===== src/rtl/mps3_ram.sv =====
// Generic single-port-write, single-port-read RAM with registered read data.
`default_nettype none
module mps3_ram #(
  parameter int WIDTH = 8,
  parameter int DEPTH = 512
) (
  input  wire logic                     clk,
  input  wire logic                     we,
  input  wire logic [$clog2(DEPTH)-1:0] waddr,
  input  wire logic [WIDTH-1:0]         wdata,
  input  wire logic [$clog2(DEPTH)-1:0] raddr,
  output      logic [WIDTH-1:0]         rdata
);

  logic [WIDTH-1:0] mem [DEPTH];

  always_ff @(posedge clk) begin
    if (we) begin
      mem[waddr] <= wdata;
    end
    rdata <= mem[raddr];
  end

endmodule
`default_nettype wire


===== config.mk =====
export PLATFORM = sky130hd
export DESIGN_NAME = mps3_ram
export DESIGN_NICKNAME = d
export VERILOG_FILES = /design/src/rtl/mps3_ram.sv
export SDC_FILE = /design/constraint.sdc
export NUM_CORES = 2
export LEC_CHECK = 0
export ABC_CLOCK_PERIOD_IN_PS = 6400
export BUFFER_PORTS_ARGS = -buffer_cell sky130_fd_sc_hd__clkbuf_2
export CAP_MARGIN = 25
export CORE_UTILIZATION = 37
export DETAILED_ROUTE_END_ITERATION = 7
export PLACE_DENSITY_LB_ADDON = 0.1
export SYNTH_ARGS = -nofsm -noshare
export SYNTH_HDL_FRONTEND = slang
export SYNTH_SLANG_ARGS = --single-unit

===== constraint.sdc =====
create_clock -name clk -period 6.4 [get_ports clk]
set_clock_uncertainty 0.15 [all_clocks]
set_input_delay 0.96 -clock clk [delete_from_list [all_inputs] [get_ports clk]]
set_output_delay 0.96 -clock clk [all_outputs]
set_load 0.1 [all_outputs]

[Yosys cells after proc, flatten, opt, wreduce, memory -nomap -nowiden]
Memory sizes are Yosys's and may differ from the RTL's. A register that Yosys moved wholly into a read port is not among the register bits.
Cells that the tools add are included.
Word-level totals
  input port bits: 28
  output and inout bits: 8
  memories kept: 1
  RAM bits: 4096
  word-level logic and storage cells: 3
  flip-flop bits (word level): 0
Operators by class
  mux-type cells: 2
Memories
  mem: words 512, bits a word 8, read ports 1, clocked after memory_dff 1, wr ports 1, RTL line 15  | logic [WIDTH-1:0] mem [DEPTH];
Operators by type and width (number)
  $mux W1: 2

[Logic depth before layout (Yosys ltp)]
  depth after elaboration: 2
  depth in mapped cells: 12
  gate-level depth less buffers: 7

[Least setup slack after synthesis]
OpenSTA, ideal clock, no wires.
  path kind: input to register
  from: in raddr[0]
  to: reg rdata[0], read port of mem
  path buffers: 4
  cell stages on the path: 10
  arrival time: 2814 ps
  path slack: 3318 ps
  library setup time: 118 ps
  data required time: 6132 ps
  cell sequence: buf_4 buf_12 buf_12 buf_2 mux4_2 o21ai_0 nand3_1 nand4_1 o21ai_0 o2111a_1
RTL lines
  start, declared: RTL line 11  | input wire logic [$clog2(DEPTH)-1:0] raddr,
  end, declared: RTL line 12  | output logic [WIDTH-1:0] rdata

==> impl_metrics.toml <==
[detailed_routing]
wl_per_cell_um = 32.9
drt-total-wl_mm = 470
vias_per_cell = 5.66
num_vias = 80948
top_layer = "met5"
drt_iter0_drc = 8561
drc_errors = 0
drt_pre_antenna_iters = 5
wl_met1_mm = 207
route.met3.wl_mm = 27.9
wl_met2_mm = 224
ant_nets = 0

[yosys]
yosys_register_bits = 4104
netlist.area_leader.share_pct = 76.9
synth.net_count = 8058
ys_seq_area_share_pct = 77.0
avgSynthCellArea_um2 = 19.9
async_reset_ff_share_pct = 0
yosysTopAreaCell = "edfxtp_1"
ys_dominant_reg_cell = "edfxtp_1"
ys_top_cells_by_area = "edfxtp_1, mux4_2, mux2i_1"
synth_edf_count = 4096
syn_inst = 8030
synth_warnings = 0
synth_area_um2 = 160000
yosysUniqueCellTypes = 51

[grt]
grt.total_usage_pct = 21.3
grt_max_degree = 165
grt_pass1_vias = 81553
grt_pass1_wl_mm = 655
grt-ovfl-total = 0
antenna_found_initial = 35

[sta]
max_slew_margin_pct = 17.0
tns_ns = 0
fin_crit_ns = 4.60
slew_violations = 0
rsz0062_at_grt = "false"
period_share_pct = 71.8
worst_slew_pin_slew_ns = 1.24
timing.final.ws_setup_ns = 1.80
worst_hold_slack_ns = 0.242
hold_viol_final = 0
fmax_mhz = 218
setup_viol = 0

[clock_tree]
root_buffer = "clkbuf_16"
post_cts_resized = 0
clockBufferDepth = 4
clkSinkCount = 4104
clock_latency_ns = 1.02
post_cts_buffers = 0
clk_pin_slew_ns = 0.06
cts_buffers = 443
htreeDepth = 5
cts_tree = "yes"
ctsHoldBuffers = 0

[pwr]
power.density_nw_per_um2 = 319
peakVddDrop_uv = 234
p_leak_nw = 56.9

[floorplanning]
pin_count = 36
dieArea_um2 = 435000
fp.dieW_um = 659
die_h_um = 659
fp.coreArea_um2 = 431000
start_util_pct = 37.1
rows = 241

[worst_setup_path]
cp.depth = 10
max_stage_delay_ns = 0.93
worst_ep_required_time_ns = 7.20
crit_chain = "buf_8, nand2b_4, buf_4, o221ai_1, o22ai_1, o21ai_0, nand4_1, nor4_1, buf_4, o2111a_1"
r2r_end = "rdata[2]"
critPathCaptureType = "flop"
critical_path_class = "in2reg"
critPathMostFrequentCell = "buf_4"
arrival_ns = 5.39
r2r_cells = 8
r2r_start = "mem[163][2]"
crit_slowest_cell = "nor4_1"
r2r_setup_slack_ns = 2.94
critPathLaunchType = "input port"
cp_top_family = "simple AND/OR/NAND/NOR gates"
crit_buf_inv = 3
crit_fanout = 48

[placed_design]
place.gp.congestion = 0.828
dp_hpwl_mm = 290
place_ws_ns = 0.995
io_buffers = 35
place_area_um2 = 167000

[hold_path]
worst_hold_path.endpoint = "mem[383][6]"
min_from = "wdata[6]"
min_path_cells = 1
hold_class = "in2reg"

[cells_and_area]
final_layout_size_suffix_gt1_share_pct = 18.6
finish.utilization_pct = 42.2
layout.nets = 8252
design_area_um2 = 182000
synthToLayoutAreaGrowth_pct = 13.5

[outcome]
status = "completed"

[run]
maxCapViolCount = 0
==> metrics by stage <==
step | power (mW) | std cells
final | 57.9 | 14297
after global routing | 59.4 | 14294
after CTS | 58.4 | 14290
after detailed placement | 33.2 | 13487
after global placement | 33.1 | 13465
after floorplan | 31.7 | 8030
==> cell type report <==
| type | instances | area, um2 |
|---|---|---|
| clock buffer | 535 | 11600 |
| clock inverter | 268 | 2680 |
| fill | 37624 | 249000 |
| antenna | 5 | 12.5 |
| tap | 5710 | 7140 |
| timing repair buffer | 262 | 2800 |
| inverter | 3 | 20.0 |
| sequential | 4104 | 123000 |
| multi-input combinational | 3410 | 34100 |
==> worst reg2reg max path, cell delays in order, from the launching register on <==
cell and delay [ns]:
edfxtp_1 0.32, mux2i_1 0.07, o221ai_1 0.36, o22ai_1 0.15
o21ai_0 0.76, nand4_1 0.26, nor4_1 0.93, buf_4 0.25
o2111a_1 0.18
==> worst max-delay path by stage <==
stage / startpoint / end / slack [ns]
after floorplan: raddr[0] / rdata[0] / 3.32
after global routing: raddr[1] / rdata[3] / 1.81
after CTS: raddr[1] / rdata[2] / 2.07
after detailed placement: raddr[1] / rdata[2] / 1.0
after global placement: raddr[0] / rdata[1] / -0.27
final: raddr[1] / rdata[2] / 1.80
==> layout by cell type (no fill, tap or decap), drive strengths merged, types with 5 or more instances in the layout <==
| cell type | n |
|---|---|
| clkbuf | 560 |
| clkinvlp | 8 |
| diode | 5 |
| nor2b | 6 |
| nand2 | 111 |
| buf | 237 |
| o221ai | 372 |
| dfxtp | 8 |
| inv | 13 |
| a22o | 5 |
| a211oi | 17 |
| a22oi | 61 |
| and2 | 20 |
| mux2i | 797 |
| nor3b | 8 |
| o22ai | 163 |
| clkinv | 206 |
| mux4 | 654 |
| nand4 | 32 |
| o41ai | 7 |
| o21ai | 119 |
| bufinv | 44 |
| a21oi | 194 |
| nor3 | 109 |
| or3 | 6 |
| edfxtp | 4096 |
| nor4 | 36 |
| o2111a | 8 |
| nor2 | 597 |
| nand3 | 36 |
| o311ai | 6 |
| or2 | 5 |
| o31ai | 13 |
==> registers in the layout (all words and copies together), names as in the netlist <==
register / count
mem: 4096
rdata: 8
==> cells by family after synthesis <==
logic type      share of synthesized area (%)
flops                                    77.0
mux                                      14.2
simple gates                             2.63
compound gates                           4.31
buf+inv                                  1.85
==> cell usage after synthesis, types with 7 or more instances <==
library cell	n
o221ai_1	371
o2111a_1	8
buf_1	41
dfxtp_1	8
o41ai_1	7
buf_2	57
a21oi_1	194
nor3_1	109
o22ai_1	163
and2_1	20
mux2i_1	797
buf_6	64
nand3_1	36
o31ai_1	13
edfxtp_1	4096
nor3b_1	8
nor2_1	597
mux4_2	654
nand2_1	111
buf_4	70
nand4_1	32
a211oi_1	17
nor4_1	36
o21ai_0	118
buf_8	11
clkbuf_1	265
a22oi_1	61
==> report_power, final <==
part | total (mW) | leakage [nW] | internal [mW] | switching [mW]
clock network | 25.3 | 7.00 | 14.7 | 10.7
logic | 2.91 | 13.0 | 0.860 | 2.05
registers | 29.6 | 36.9 | 29.6 | 0.0343
total | 57.9 | 56.9 | 45.1 | 12.7
==> per-layer routing <==
metal	vias up	global-route usage, %
met5	-	0
met4	6	4.88
met3	579	3.37
met2	2712	34.4
met1	43751	30.4
li1	33900	-
Note: power is estimated with default switching activity, not from simulation.
